### src/psp_pkg.sv
// Shared types and constants for the point set proximity detector.
package psp_pkg;

    localparam int unsigned COORD_BITS = 16;
    localparam int unsigned DIST_BITS = 34;
    localparam int unsigned MAG_BITS = COORD_BITS + 1;
    localparam int unsigned SQ_BITS = 2 * MAG_BITS;
    localparam int unsigned SUM_BITS =
        (SQ_BITS + 2 > DIST_BITS + 1) ? SQ_BITS + 2 : DIST_BITS + 1;

    localparam int unsigned MAX_REF_DEFAULT = 1024;
    localparam logic [DIST_BITS-1:0] DIST_MAX = '1;
    localparam logic [DIST_BITS-1:0] TOUCH_LIMIT_RESET = DIST_BITS'(40000);

    localparam int unsigned QUEUE_DEPTH = 2;
    localparam int unsigned QUEUE_PTR_W = 1;
    localparam int unsigned QUEUE_CNT_W = 2;

    localparam logic [1:0] OP_CLEAR = 2'd0;
    localparam logic [1:0] OP_LOAD = 2'd1;
    localparam logic [1:0] OP_QUERY = 2'd2;

    typedef enum logic [1:0] {
        CMD_CLEAR,
        CMD_LOAD,
        CMD_QUERY
    } cmd_t;

    typedef enum logic [1:0] {
        ST_IDLE,
        ST_SCAN,
        ST_DRAIN,
        ST_REPORT
    } state_t;

    typedef struct packed {
        logic [1:0]                   operation;
        logic signed [COORD_BITS-1:0] coord_x;
        logic signed [COORD_BITS-1:0] coord_y;
        logic signed [COORD_BITS-1:0] coord_z;
        logic                         final_query;
    } in_item_t;

    typedef struct packed {
        logic                 touching;
        logic [DIST_BITS-1:0] nearest_squared;
        logic                 set_empty;
        logic                 store_overflowed;
    } out_item_t;

    typedef struct packed {
        logic signed [COORD_BITS-1:0] x;
        logic signed [COORD_BITS-1:0] y;
        logic signed [COORD_BITS-1:0] z;
    } point_t;

    typedef struct packed {
        cmd_t   cmd;
        point_t point;
        logic   final_query;
    } cmd_item_t;

endpackage

### src/psp_front.sv
// Request decoder and two-entry command queue feeding the search engine.
module psp_front (
    input  logic              clk,
    input  logic              rst_n,
    input  logic              in_valid,
    output logic              in_ready,
    input  psp_pkg::in_item_t in_item,
    output logic              cmd_valid,
    input  logic              cmd_ready,
    output psp_pkg::cmd_item_t cmd_item
);
    import psp_pkg::*;

    cmd_item_t              queue_reg [QUEUE_DEPTH];
    logic [QUEUE_PTR_W-1:0] wr_ptr_reg, wr_ptr_next;
    logic [QUEUE_PTR_W-1:0] rd_ptr_reg, rd_ptr_next;
    logic [QUEUE_CNT_W-1:0] fill_reg, fill_next;
    cmd_item_t              decoded;
    logic                   is_cmd;
    logic                   push;
    logic                   pop;

    always_comb
    begin
        decoded.point.x = in_item.coord_x;
        decoded.point.y = in_item.coord_y;
        decoded.point.z = in_item.coord_z;
        decoded.final_query = in_item.final_query;
        decoded.cmd = CMD_CLEAR;
        is_cmd = 1'b1;
        unique case (in_item.operation)
            OP_CLEAR: decoded.cmd = CMD_CLEAR;
            OP_LOAD:  decoded.cmd = CMD_LOAD;
            OP_QUERY: decoded.cmd = CMD_QUERY;
            default:  is_cmd = 1'b0;
        endcase
    end

    assign in_ready  = (fill_reg != QUEUE_CNT_W'(QUEUE_DEPTH));
    assign cmd_valid = (fill_reg != '0);
    assign cmd_item  = queue_reg[rd_ptr_reg];
    assign push      = in_valid && in_ready && is_cmd;
    assign pop       = cmd_valid && cmd_ready;

    always_comb
    begin
        wr_ptr_next = push ? wr_ptr_reg + QUEUE_PTR_W'(1) : wr_ptr_reg;
        rd_ptr_next = pop ? rd_ptr_reg + QUEUE_PTR_W'(1) : rd_ptr_reg;
        fill_next = fill_reg;
        if (push && !pop)
        begin
            fill_next = fill_reg + QUEUE_CNT_W'(1);
        end
        else if (pop && !push)
        begin
            fill_next = fill_reg - QUEUE_CNT_W'(1);
        end
    end

    always_ff @(posedge clk or negedge rst_n)
    begin
        if (!rst_n)
        begin
            wr_ptr_reg <= '0;
            rd_ptr_reg <= '0;
            fill_reg   <= '0;
        end
        else
        begin
            wr_ptr_reg <= wr_ptr_next;
            rd_ptr_reg <= rd_ptr_next;
            fill_reg   <= fill_next;
        end
    end

    always_ff @(posedge clk)
    begin
        if (push)
        begin
            queue_reg[wr_ptr_reg] <= decoded;
        end
    end

endmodule

### config.mk
export PLATFORM = sky130hd
export DESIGN_NAME = psp_front
export DESIGN_NICKNAME = d
export VERILOG_FILES = /design/src/psp_pkg.sv /design/src/psp_front.sv
export SDC_FILE = /design/constraint.sdc
export NUM_CORES = 1
export LEC_CHECK = 0
export ABC_AREA = 1
export ABC_CLOCK_PERIOD_IN_PS = 5750
export BUFFER_PORTS_ARGS = -buffer_cell sky130_fd_sc_hd__buf_4
export CAP_MARGIN = 0
export CORE_MARGIN = 1
export CORE_UTILIZATION = 40
export DETAILED_ROUTE_END_ITERATION = 12
export SETUP_SLACK_MARGIN = 0.4
export SLEW_MARGIN = 20
export SYNTH_ARGS = -nofsm -noshare
export SYNTH_HDL_FRONTEND = slang
export SYNTH_SLANG_ARGS = --single-unit
### constraint.sdc
create_clock -name clk -period 5.75 [get_ports clk]
set_input_delay 1.15 -clock clk [delete_from_list [all_inputs] [get_ports clk]]
set_output_delay 1.15 -clock clk [all_outputs]
set_load 0.02 [all_outputs]
Yosys cells after proc, flatten, opt, wreduce, memory -nomap -nowiden --
Memory sizes are Yosys's and may differ from the RTL's. Cells that the tools add are included.
Operators by class: add/sub/neg operators 4, equal/unequal tests 3, muxes and demuxes 6, reduce and logical (&&, ||, !) cells 11
Operators with widths (count):
- 1-bit logical AND | 5
- 2-bit 2-to-1 mux | 2
- 2-bit case mux with 2 select lines | 1
- 2-bit nonzero test | 2
- 1-bit 2-to-1 mux | 3
- 3-bit OR reduction | 1
- 1-bit adder, second input constant | 2
- 2-bit by 1-bit adder with 2-bit output, second input constant | 1
- 2-bit by 1-bit equality test with 1-bit output, second input constant | 1
- 2-bit equality test, second input constant | 1
- 1-bit logical NOT | 2
- 2-bit logical NOT | 1
- 2-bit inequality test, second input constant | 1
- 2-bit by 1-bit subtractor with 2-bit output, second input constant | 1
Storage, ports and cells: register bits 4, RAM bits 102, bits of input ports 55, output and inout port bits 53, word-level logic and storage cells 28, memories kept 1
Memory list:
- queue_reg | words 2, width 51, read ports 1, clocked after Yosys merged registers in 0, write ports 1, line psp_front.sv:14 | cmd_item_t queue_reg [QUEUE_DEPTH];

Logic depth before layout (Yosys ltp) --
Gate-level depths: netlist of run 1.
depth in word-level cells 8, gate-level depth with buffers 10, gate-level depth less buffers 10

Least setup slack after synthesis of run 1 --
No wires, ideal clock.
path type input -> register, from in in_item[49] in the netlist's numbering, to mem queue_reg[1][0] in the netlist's numbering (enable), setup time 0.460 ns, arrival 3.484 ns, data required time 5.290 ns, setup slack 1.806 ns, cell stages on the path 3, path buffers 0, path through nand2_1 > nand3_1 > nor2_1
On the way: word-level cells in the longest chain between the ends 6, elaborated cells on any way between the ends 8, those cells by class eq/ne (2); mux (3); reduce/logical (3)
Ends and longest elaborated chain:
- start: declaration | line psp_front.sv:7 | input psp_pkg::in_item_t in_item,
- 2-bit equality test (tied with other cells) | line psp_front.sv:31 | unique case (in_item.operation)
- 3-bit OR reduction (no line) (*)
- 1-bit 2-to-1 mux (*) | line psp_front.sv:31
- 1-bit logical AND (*) | line psp_front.sv:42 | assign push = in_valid && in_ready && is_cmd;
- 1-bit 2-to-1 mux (*) | line psp_front.sv:78 | if (push)
- 1-bit 2-to-1 mux (implied by the code) (*) | line psp_front.sv:80 | queue_reg[wr_ptr_reg] <= decoded;
- end: declaration | line psp_front.sv:14
Mark *: on every way between the ends. The rest lies on a longest branch, timed or not.

==> parameters.txt, run 1 <==
Parameter                              Value

Outcome
  Outcome ... finished, final reports clean

Place
  HPWL after DPL ... 4420 um
  Post-placement worst setup slack ... 2.71 ns
  Placed cells ... 532
  Number of port buffers ... 107
  GPL Wtd Cong ... 0.695

Setup path
  Type of origin of the critical path ... flip-flop
  Slowest stage delay, CP ... 1.09 ns
  Ordered cell list for the critical path ... inv_8, nand2_1, nand2_1, buf_4
  Startpoint-to-endpoint class of the critical path ... reg2out
  Crit-path max FO ... 53
  Slowest cell on the critical path ... dfrtp_2
  Crit-path most repeated cell ... nand2_1
  Required arrival time at the worst endpoint ... 4.60 ns
  Signal arrival time at the worst endpoint ... 2.18 ns
  Kind of end point of the critical path ... primary output

Global route
  Via count of the first global-routing pass ... 2341
  Number of antenna violations at the first check in global routing ... 0
  Gr usage total ... 0.144
  Global-route wire length before repair ... 11000 um
  Total grt overflow ... 0
  Pin count of the biggest net entering global routing ... 54

Clocking
  Later-pin clock latency in the skew report ... 0.35 ns
  Clock-pin slew on the worst setup and hold paths ... 0.09 ns
  Clock tree from TritonCTS ... built
  Post-CTS sizing ... 0
  Number of levels in the clock H-tree ... 3
  Number of buffers inserted during clock tree synthesis ... 9
  Number of setup buffers added after CTS ... 0
  Sinks on Clock Net ... 106
  Cell chosen for the clock root ... clkbuf_8
  Hold buffers post-CTS ... 0
  Number of buffers between clock root and the deepest sink ... 2

Drt
  Antenna-violating nets left ... 0
  Length of the first detailed-routing pass in iterations ... 4
  Drt via density ... 4.49
  Mean routed wirelength per cell ... 13.5 um
  DRC viols ... 0
  DRC marker count from the first detailed-route iteration ... 72
  Aggregate routed wire length ... 7390 um
  Routed vias ... 2458

Die
  Number of top-level pins ... 108
  Floorplan Core Area ... 9820 um^2
  Effective utilization at floorplan ... 0.414
  Area of the die ... 10600 um^2
  Die Ht ... 103 um
  Std cell rows ... 36
  Horiz. Die Dim ... 103 um

Pwr
  Total chip power ... 2.51 mW
  Power Dens Cells ... 490 nW/um^2
  Worst-case vdd ir drop ... 0.225 mV
  Leakage power ... 2.16 nW

Yosys
  Net count after synthesis ... 358
  Ranking of synthesized cells by area ... edfxtp_1 (75%), nand2_1 (13%), nand2_2 (3.4%)
  Synthesized flop and latch total ... 106
  Proportion of synthesized chip area in sequential cells ... 0.777
  Synth Area per Inst ... 13.5 um^2
  Area of the mapped netlist ... 4070 um^2
  Warnings, synthesis ... 0
  Cell count after synthesis ... 302
  Most area-hungry cell type in the Yosys netlist ... edfxtp_1
  Cell variety after synth ... 15
  Post-synth top area share ... 0.753

Timing
  Number of endpoints failing setup at the final stage ... 0
  Worst slew margin relative to its limit ... 0.288
  Setup WS post-layout ... 2.42 ns
  Fin crit share ... 0.580
  Transition time of the tightest slew-check pin ... 1.07 ns
  Final clock skew ... 0.00753 ns
  Fmax ... 300 MHz
  Max Transition Viols Final ... 0
  RSZ-0062 raised after global routing ... no
  Clock period minus final worst setup slack ... 3.33 ns
  Total negative setup slack ... 0 ns
  Final hold vios ... 0

Worst hold path
  Path type of the worst min-delay path ... reg2reg

Cells and area
  Area overhead of the layout relative to synthesis ... 25.8%
  Most common library cell in the layout ignoring fill and taps ... nand2_1
  Net count reported at finish ... 466
  Post-Layout Cell Count ... 548
  Highest-count cells in the layout ignoring fill and taps ... nand2_1 (143), buf_4 (108), edfxtp_1 (102)
  Max reg flops ... 102
  Fraction of final layout cells with drive strength greater than 1 ... 0.357
  Inserted Diodes ... 0

Flow run
  Max capacitance violation total ... 0
==> cell usage after synthesis <==
| library cell | number |
|---|---|
| nand4_1 | 2 |
| xnor2_1 | 1 |
| inv_8 | 1 |
| edfxtp_1 | 102 |
| ha_1 | 1 |
| dfrtp_1 | 4 |
| nand2_1 | 143 |
| nand2_2 | 22 |
| inv_1 | 8 |
| nor2_1 | 3 |
| buf_4 | 4 |
| buf_12 | 2 |
| inv_2 | 1 |
| buf_6 | 5 |
| nand3_1 | 3 |
==> logic make-up after synthesis <==
| family | share of synthesized area |
|---|---|
| adders and majority gates | 0.00307 |
| DFF | 0.777 |
| xor gates and xnor gates | 0.00215 |
| buffers and inverters | 0.0421 |
| and+or+nand+nor | 0.175 |
==> routing by layer <==
metal | global-route usage | up-vias | part of all wire
met5 | 0 | - | 0
met1 | 0.171 | 1145 | 0.43
met2 | 0.244 | 85 | 0.48
met3 | 0.0427 | 12 | 0.071
li1 | - | 1216 | -
met4 | 0.0650 | 0 | 0.013
==> power by group <==
group | switching, mW | total (mW) | leakage, nW | internal (mW)
sequential | 0.101 | 1.11 | 0.989 | 1.01
clock | 0.240 | 0.441 | 0.0872 | 0.201
combinational | 0.597 | 0.954 | 1.09 | 0.358
total | 0.937 | 2.51 | 2.16 | 1.57
==> worst max-delay path: cells and delay by family, from the launching register on <==
| family | cells | cell delay, ns |
|---|---|---|
| AND/OR/NAND/NOR | 2 | 0.23 |
| buffers and inverters | 2 | 0.50 |
| flip-flops | 1 | 1.09 |
==> path summary, 6_finish.rpt <==
check | from | end | slack, ns | depth (start not counted)
worst max-delay path | rd_ptr_reg | cmd_item[24] | 2.42 | 4
worst min-delay path | wr_ptr_reg | wr_ptr_reg | 0.49 | 2
worst max register to register | rd_ptr_reg | rd_ptr_reg | 3.95 | 3
worst min register to register | wr_ptr_reg | wr_ptr_reg | 0.49 | 2
max in group asynchronous | rst_n | rd_ptr_reg | 5.06 | 1
min in group asynchronous | rst_n | wr_ptr_reg | 0.57 | 1
==> area by class of cell <==
| class | count | area [um^2] |
|---|---|---|
| Clock buffer | 11 | 131 |
| Inverter | 10 | 47.5 |
| Multi-Input combinational cell | 175 | 742 |
| Clock inverter | 5 | 57.6 |
| Fill cell | 890 | 4700 |
| Sequential cell | 106 | 3160 |
| Timing Repair Buffer | 108 | 811 |
| Tap cell | 133 | 166 |
==> per-stage QoR <==
stage | hold WS (ns) | utilization | cell area (um^2)
2_1_floorplan | 0.442 | - | 4070
3_3_place_gp | 0.452 | 0.502 | 4930
3_5_place_dp | 0.475 | 0.502 | 4930
4_1_cts | 0.498 | 0.521 | 5120
5_1_grt | 0.516 | 0.521 | 5120
6_report | 0.491 | 0.521 | 5120
No activity file was read; power rests on OpenSTA's default activity.
==> run 2: changes to the inputs <==
Settings changed: ABC_AREA 1 to 0, ABC_CLOCK_PERIOD_IN_PS 5750 to 3000, PLACE_DENSITY from default to 0.66.
Clock period 5.75 ns to 3 ns, I/O delays scaled along.
==> parameters.txt, run 2 <==
Parameter                              Value

Timing
  Final clock skew ... 0.00643 ns (was 0.00753 ns)
  Final hold vios ... 0 (unchanged)
  Max Transition Viols Final ... 0 (unchanged)
  Final hold slack ... 0.421 ns (was 0.491 ns)
  Fmax ... 418 MHz
  Worst slew margin relative to its limit ... 0.729 (was 0.288)
  RSZ-0062 raised after global routing ... no (unchanged)
  Fin crit share ... 0.798
  Number of endpoints failing setup at the final stage ... 0 (unchanged)
  Transition time of the tightest slew-check pin ... 0.406 ns (was 1.07 ns)
  Clock period minus final worst setup slack ... 2.39 ns

Yosys
  Main flop type after synthesis ... edfxtp_1 (unchanged)
  Most numerous cell types in the synthesized netlist ... edfxtp_1 (102), mux2_4 (49), buf_12 (5) (was nand2_1 (143), edfxtp_1 (102), nand2_2 (22))
  Synth Area per Inst ... 22.9 um^2 (was 13.5 um^2)
  Warnings, synthesis ... 0 (unchanged)
  Proportion of synthesized chip area in sequential cells ... 0.762 (was 0.777)
  Ranking of synthesized cells by area ... edfxtp_1 (74%), mux2_4 (18%), buf_12 (2.4%) (was edfxtp_1 (75%), nand2_1 (13%), nand2_2 (3.4%))
  Post-synthesis async set-or-reset flop share ... 0.0377 (unchanged)
  Area of the mapped netlist ... 4150 um^2 (was 4070 um^2)
  Synthesized flop and latch total ... 106 (unchanged)
  Post-synth top area share ... 0.738 (was 0.753)
  Net count after synthesis ... 237 (was 358)
  EDFF count, synth ... 102 (unchanged)
  Most area-hungry cell type in the Yosys netlist ... edfxtp_1 (unchanged)
  Cell count after synthesis ... 181 (was 302)
  Most used standard cell by instance count after synthesis ... edfxtp_1 (was nand2_1)
  Cell variety after synth ... 16 (was 15)

Cells and area
  Final core utilization ... 0.536 (was 0.521)
  Net count reported at finish ... 356 (was 466)
  Area overhead of the layout relative to synthesis ... 27.9% (was 25.8%)
  Number of fill cells in the layout ... 835 (was 890)
  Most common library cell in the layout ignoring fill and taps ... buf_4 (was nand2_1)
  Post-Layout Cell Count ... 438 (was 548)
  Highest-count cells in the layout ignoring fill and taps ... buf_4 (111), edfxtp_1 (102), mux2_4 (49) (was nand2_1 (143), buf_4 (108), edfxtp_1 (102))
  Inserted Diodes ... 0 (unchanged)
  Max reg flops ... 102 (unchanged)
  Fraction of final layout cells with drive strength greater than 1 ... 0.597 (was 0.357)

Clocking
  Clock-pin slew on the worst setup and hold paths ... 0.10 ns (was 0.09 ns)
  Number of levels in the clock H-tree ... 3 (unchanged)
  Sinks on Clock Net ... 106 (unchanged)
  Number of buffers inserted during clock tree synthesis ... 9 (unchanged)
  Later-pin clock latency in the skew report ... 0.36 ns (was 0.35 ns)
  Cell chosen for the clock root ... clkbuf_8 (unchanged)
  Clock tree from TritonCTS ... built (unchanged)
  Number of buffers between clock root and the deepest sink ... 2 (unchanged)

Setup path
  Type of origin of the critical path ... flip-flop (unchanged)
  Slowest cell on the critical path ... dfrtp_4 (was dfrtp_2)
  Required arrival time at the worst endpoint ... 2.40 ns (was 4.60 ns)
  Signal arrival time at the worst endpoint ... 1.79 ns (was 2.18 ns)
  Ordered cell list for the critical path ... buf_12, mux2_4, buf_4 (was inv_8, nand2_1, nand2_1, buf_4)
  Kind of end point of the critical path ... primary output (unchanged)
  Minimum setup slack among reg-to-reg paths ... 1.35 ns (was 3.95 ns)
  Number of cells traversed by the worst register-to-register path ... 4 (was 3)
  Crit-path max FO ... 23 (was 53)
  Startpoint-to-endpoint class of the critical path ... reg2out (unchanged)
  R2r endpoint ... queue_reg[0][5] (was rd_ptr_reg)
  Slowest stage delay, CP ... 0.67 ns (was 1.09 ns)
  FF-to-FF Start ... fill_reg[0] (was rd_ptr_reg)

Place
  HPWL after DPL ... 4430 um (was 4420 um)
  Number of port buffers ... 107 (unchanged)
  Placed cells ... 420 (was 532)
  GPL Wtd Cong ... 0.624 (was 0.695)

Global route
  Gr usage total ... 0.134 (was 0.144)
  Total grt overflow ... 0 (unchanged)
  Global-route wire length before repair ... 10700 um (was 11000 um)
  Pin count of the biggest net entering global routing ... 30 (was 54)
  Number of antenna violations at the first check in global routing ... 0 (unchanged)
  Via count of the first global-routing pass ... 2102 (was 2341)

Die
  Floorplan Core Area ... 9910 um^2 (was 9820 um^2)
  Std cell rows ... 36 (unchanged)
  Horiz. Die Dim ... 104 um (was 103 um)
  Area of the die ... 10800 um^2 (was 10600 um^2)
  Number of top-level pins ... 108 (unchanged)
  Effective utilization at floorplan ... 0.419 (was 0.414)
  Die Ht ... 104 um (was 103 um)

Worst hold path
  Worst hold path stage count ... 1 (was 2)
  WHS Endpoint ... queue_reg[1][17] (was wr_ptr_reg)
  Path type of the worst min-delay path ... in2reg (was reg2reg)
  Worst hold start ... in_item[17] (was wr_ptr_reg)

Drt
  DRC viols ... 0 (unchanged)
  DRC marker count from the first detailed-route iteration ... 43 (was 72)
  Length of the first detailed-routing pass in iterations ... 4 (unchanged)
  Drt via density ... 4.50 (was 4.49)
  Mean routed wirelength per cell ... 15.9 um (was 13.5 um)
  Routed vias ... 1971 (was 2458)
  Aggregate routed wire length ... 6960 um (was 7390 um)
  Antenna-violating nets left ... 0 (unchanged)

Pwr
  Power Dens Cells ... 918 nW/um^2 (was 490 nW/um^2)
  Total chip power ... 4.87 mW (was 2.51 mW)
  Worst-case vdd ir drop ... 0.426 mV (was 0.225 mV)
  Leakage power ... 2.12 nW (was 2.16 nW)

Flow run
  Max capacitance violation total ... 0 (unchanged)

Outcome
  Outcome ... finished, final reports clean (unchanged)
run 2: logic make-up after synthesis:
group | share of synthesized area
xor gates and xnor gates | 0.0106
adders and majority gates | 0.00301
buffers and inverters | 0.0286
DFF | 0.762
muxes | 0.183
and+or+nand+nor | 0.0130
run 2: layer usage:
metal / up-vias / GRT usage / wire length, um
met1: 964 / 0.156 / 2890
met2: 60 / 0.230 / 3580
met5: - / 0 / 0
li1: 936 / - / -
met3: 11 / 0.0320 / 368
met4: 0 / 0.0735 / 120
run 2: stage by stage:
step | worst slack [ns] | instance area [um^2] | TNS [ns]
2_1_floorplan | -0.408 | 4150 | -41.59
3_3_place_gp | 0.777 | 5080 | 0
3_5_place_dp | 0.782 | 5080 | 0
4_1_cts | 0.557 | 5310 | 0
5_1_grt | 0.524 | 5310 | 0
6_report | 0.607 | 5310 | 0
run 2: how the worst max path moves through the flow:
stage	from	to	slack, ns	depth (start not counted)
after floorplan	fill_reg[0]	queue_reg[0][0]	-0.41	3
after global placement	rd_ptr_reg	cmd_item[31]	0.78	3
after detailed placement	rd_ptr_reg	cmd_item[31]	0.78	3
after CTS	rd_ptr_reg	cmd_item[31]	0.56	3
after global routing	rd_ptr_reg	cmd_item[31]	0.52	3
final	rd_ptr_reg	cmd_item[26]	0.61	3
run 2: where the power goes:
part	leakage (nW)	internal [mW]	switching (mW)	total, mW
clock network	0.0987	0.385	0.464	0.849
logic	1.03	0.996	0.936	1.93
registers	0.986	1.94	0.145	2.09
run 2: final cells by class:
class                           instances  area (um^2)  share of cell area
Tap cell                              133          166              0.0314
Multi-Input combinational cell         67          883               0.166
Sequential cell                       106         3170               0.597
Clock buffer                            9          124              0.0233
Timing Repair Buffer                  114          891               0.168
Clock inverter                          7         68.8              0.0130
Inverter                                2         7.51             0.00141
run 2: critical path, delay by kind of cell, from the launching register on:
kind	cells	cell delay [ns]
flops	1	0.67
mux	1	0.32
buf+inv	2	0.43
run 2: what timing repair did:
action | in CTS | in global routing
hold buffers | 1 | 0
hold endpoints to repair | 4 | 0
setup buffers | 1 | 0
endpoints found under the setup margin | 22 | 0
gates resized for setup | 0 | 0
==> run 3: changes to the inputs <==
Settings changed: ABC_CLOCK_PERIOD_IN_PS 3000 to 2000.
Clock period 3 ns to 2 ns, I/O delays scaled along.
==> parameters.txt, run 3 (synthesis gave the netlist of run 2 again) <==
Parameter                              Value

Outcome
  Outcome ... finished with violations (was finished, final reports clean)
  Violations in the final reports ... setup timing

Global route
  Routing usage on met2 ... 0.238 (was 0.230)
  Global routing usage on met1 ... 0.151 (was 0.156)
  Number of antenna violations at the first check in global routing ... 0 (unchanged)
  Global-route wire length before repair ... 10800 um (was 10700 um)
  Gr usage total ... 0.135 (was 0.134)
  Met3 routing resource usage after global routing ... 0.0520 (was 0.0320)
  Total grt overflow ... 0 (unchanged)
  Via count of the first global-routing pass ... 2190 (was 2102)
  Layer carrying the most global-route usage ... met2 (unchanged)
  Pin count of the biggest net entering global routing ... 52 (was 30)

Die
  Number of top-level pins ... 108 (unchanged)
  Std cell rows ... 36 (unchanged)
  Die Ht ... 104 um (unchanged)
  Effective utilization at floorplan ... 0.419 (unchanged)
  Floorplan Core Area ... 9910 um^2 (unchanged)
  Horiz. Die Dim ... 104 um (unchanged)
  Area of the die ... 10800 um^2 (unchanged)

Timing
  Clock period minus final worst setup slack ... 2.00 ns
  Worst slew margin relative to its limit ... 0.790 (was 0.729)
  Fin crit share ... 1.00
  Transition time of the tightest slew-check pin ... 0.314 ns (was 0.406 ns)
  Max Transition Viols Final ... 0 (unchanged)
  Final hold vios ... 0 (unchanged)
  Fmax ... 499 MHz
  Final clock skew ... 0.00783 ns (was 0.00643 ns)
  Final hold slack ... 0.219 ns (was 0.421 ns)
  Number of endpoints failing setup at the final stage ... 8 (was 0)
  RSZ-0062 raised after global routing ... yes (was no)
  Setup WS post-layout ... -0.00385 ns (was 0.607 ns)

Clocking
  Number of levels in the clock H-tree ... 3 (unchanged)
  Later-pin clock latency in the skew report ... 0.36 ns (about the same)
  Number of buffers between clock root and the deepest sink ... 2 (unchanged)
  Cell chosen for the clock root ... clkbuf_8 (unchanged)
  Clock-pin slew on the worst setup and hold paths ... 0.10 ns (about the same)
  Clock tree from TritonCTS ... built (unchanged)
  Sinks on Clock Net ... 106 (unchanged)
  Number of buffers inserted during clock tree synthesis ... 9 (unchanged)

Cells and area
  Post-Layout Cell Count ... 449 (was 438)
  Number of fill cells in the layout ... 757 (was 835)
  Net count reported at finish ... 367 (was 356)
  Most common library cell in the layout ignoring fill and taps ... edfxtp_1 (was buf_4)
  Area occupied by multi-input gates ... 906 um^2 (was 883 um^2)
  Highest-count cells in the layout ignoring fill and taps ... edfxtp_1 (102), buf_4 (67), mux2_4 (51) (was buf_4 (111), edfxtp_1 (102), mux2_4 (49))
  Area occupied by registers ... 3170 um^2 (unchanged)
  Inserted Diodes ... 0 (unchanged)
  Area overhead of the layout relative to synthesis ... 36.2% (was 27.9%)
  Fraction of final layout cells with drive strength greater than 1 ... 0.614 (was 0.597)
  Max reg flops ... 102 (unchanged)

Pwr
  Power Dens Cells ... 1400 nW/um^2 (was 918 nW/um^2)
  Leakage power ... 2.25 nW (was 2.12 nW)
  Worst-case vdd ir drop ... 0.833 mV (was 0.426 mV)
  Total chip power ... 7.92 mW (was 4.87 mW)

Drt
  Drt via density ... 4.49 (was 4.50)
  Routed vias ... 2017 (was 1971)
  Mean routed wirelength per cell ... 15.4 um (was 15.9 um)
  Antenna-violating nets left ... 0 (unchanged)
  Aggregate routed wire length ... 6900 um (was 6960 um)
  DRC marker count from the first detailed-route iteration ... 50 (was 43)
  DRC viols ... 0 (unchanged)
  Length of the first detailed-routing pass in iterations ... 4 (unchanged)

Setup path
  Crit. Startpoint ... rd_ptr_reg (unchanged)
  Required arrival time at the worst endpoint ... 1.60 ns (was 2.40 ns)
  Kind of end point of the critical path ... primary output (unchanged)
  FF-to-FF Start ... fill_reg[1] (was fill_reg[0])
  Signal arrival time at the worst endpoint ... 1.60 ns (was 1.79 ns)
  Crit-path max FO ... 7 (was 23)
  Startpoint-to-endpoint class of the critical path ... reg2out (unchanged)
  Type of origin of the critical path ... flip-flop (unchanged)

Worst hold path
  Path type of the worst min-delay path ... in2reg (unchanged)
  Worst hold start ... in_item[36] (was in_item[17])

Place
  Placed cells ... 421 (was 420)
  GPL Wtd Cong ... 0.655 (was 0.624)
  Number of port buffers ... 107 (unchanged)
  HPWL after DPL ... 4150 um (was 4430 um)
  Post-placement worst setup slack ... 0.189 ns (was 0.782 ns)

Flow run
  Max capacitance violation total ... 0 (unchanged)
-- run 3: cell count changes in the layout (fill, tap and decap cells not counted), sizes merged --
cell      delta
buf         +10
clkinv       -3
clkbuf       +2
clkinvlp     +2
bufinv       -1
inv          +1
-- run 3: what timing repair did --
action | 4_1_cts | 5_1_grt
gates cloned | 1 | 1
gates resized for setup | 53 | 1
buffers inserted | 9 | 0
hold buffers | 1 | 0
setup endpoints to repair | 52 | 52
pin swaps | 1 | 0
hold endpoints to repair | 4 | 0
-- run 3: final timing paths --
check	to	slack, ns	cells past startpoint
min	queue_reg[0][36]	0.22	1
min reg2reg	wr_ptr_reg	0.56	1
min in group asynchronous	fill_reg[1]	0.36	2
max in group asynchronous	rd_ptr_reg	1.52	2
max	cmd_item[18]	-0.004	4
max reg2reg	queue_reg[0][18]	0.51	5
-- run 3: critical path: stages, from the launching register on --
cell	delay, ns
dfrtp_4	0.52
buf_8	0.16
buf_12	0.14
mux2_4	0.30
buf_6	0.13
-- run 3: cell type report --
| class | instances | share of cell area |
|---|---|---|
| flip-flops and latches | 106 | 0.560 |
| multi-input cells | 67 | 0.160 |
| well taps | 133 | 0.0294 |
| clock inverters | 6 | 0.00731 |
| repair buffers | 125 | 0.219 |
| inverters | 2 | 0.00133 |
| clock buffers | 10 | 0.0226 |
-- run 3: where the power goes --
| group | switching, mW | internal [mW] |
|---|---|---|
| logic | 1.65 | 2.06 |
| clock network | 0.705 | 0.456 |
| registers | 0.124 | 2.92 |
| total | 2.48 | 5.44 |
-- run 3: layer usage --
layer / vias up / part of all wire
met5: - / 0
met1: 988 / 0.40
li1: 958 / -
met2: 65 / 0.53
met4: 0 / 0.011
met3: 6 / 0.054
-- run 3: metrics by stage --
stage                      util  TNS (ns)  area, um^2
after CTS                 0.567    -0.504        5620
after floorplan               -         0        4180
after global routing      0.570     -1.93        5650
after detailed placement  0.520         0        5150
final                     0.570   -0.0169        5650
after global placement    0.520         0        5150
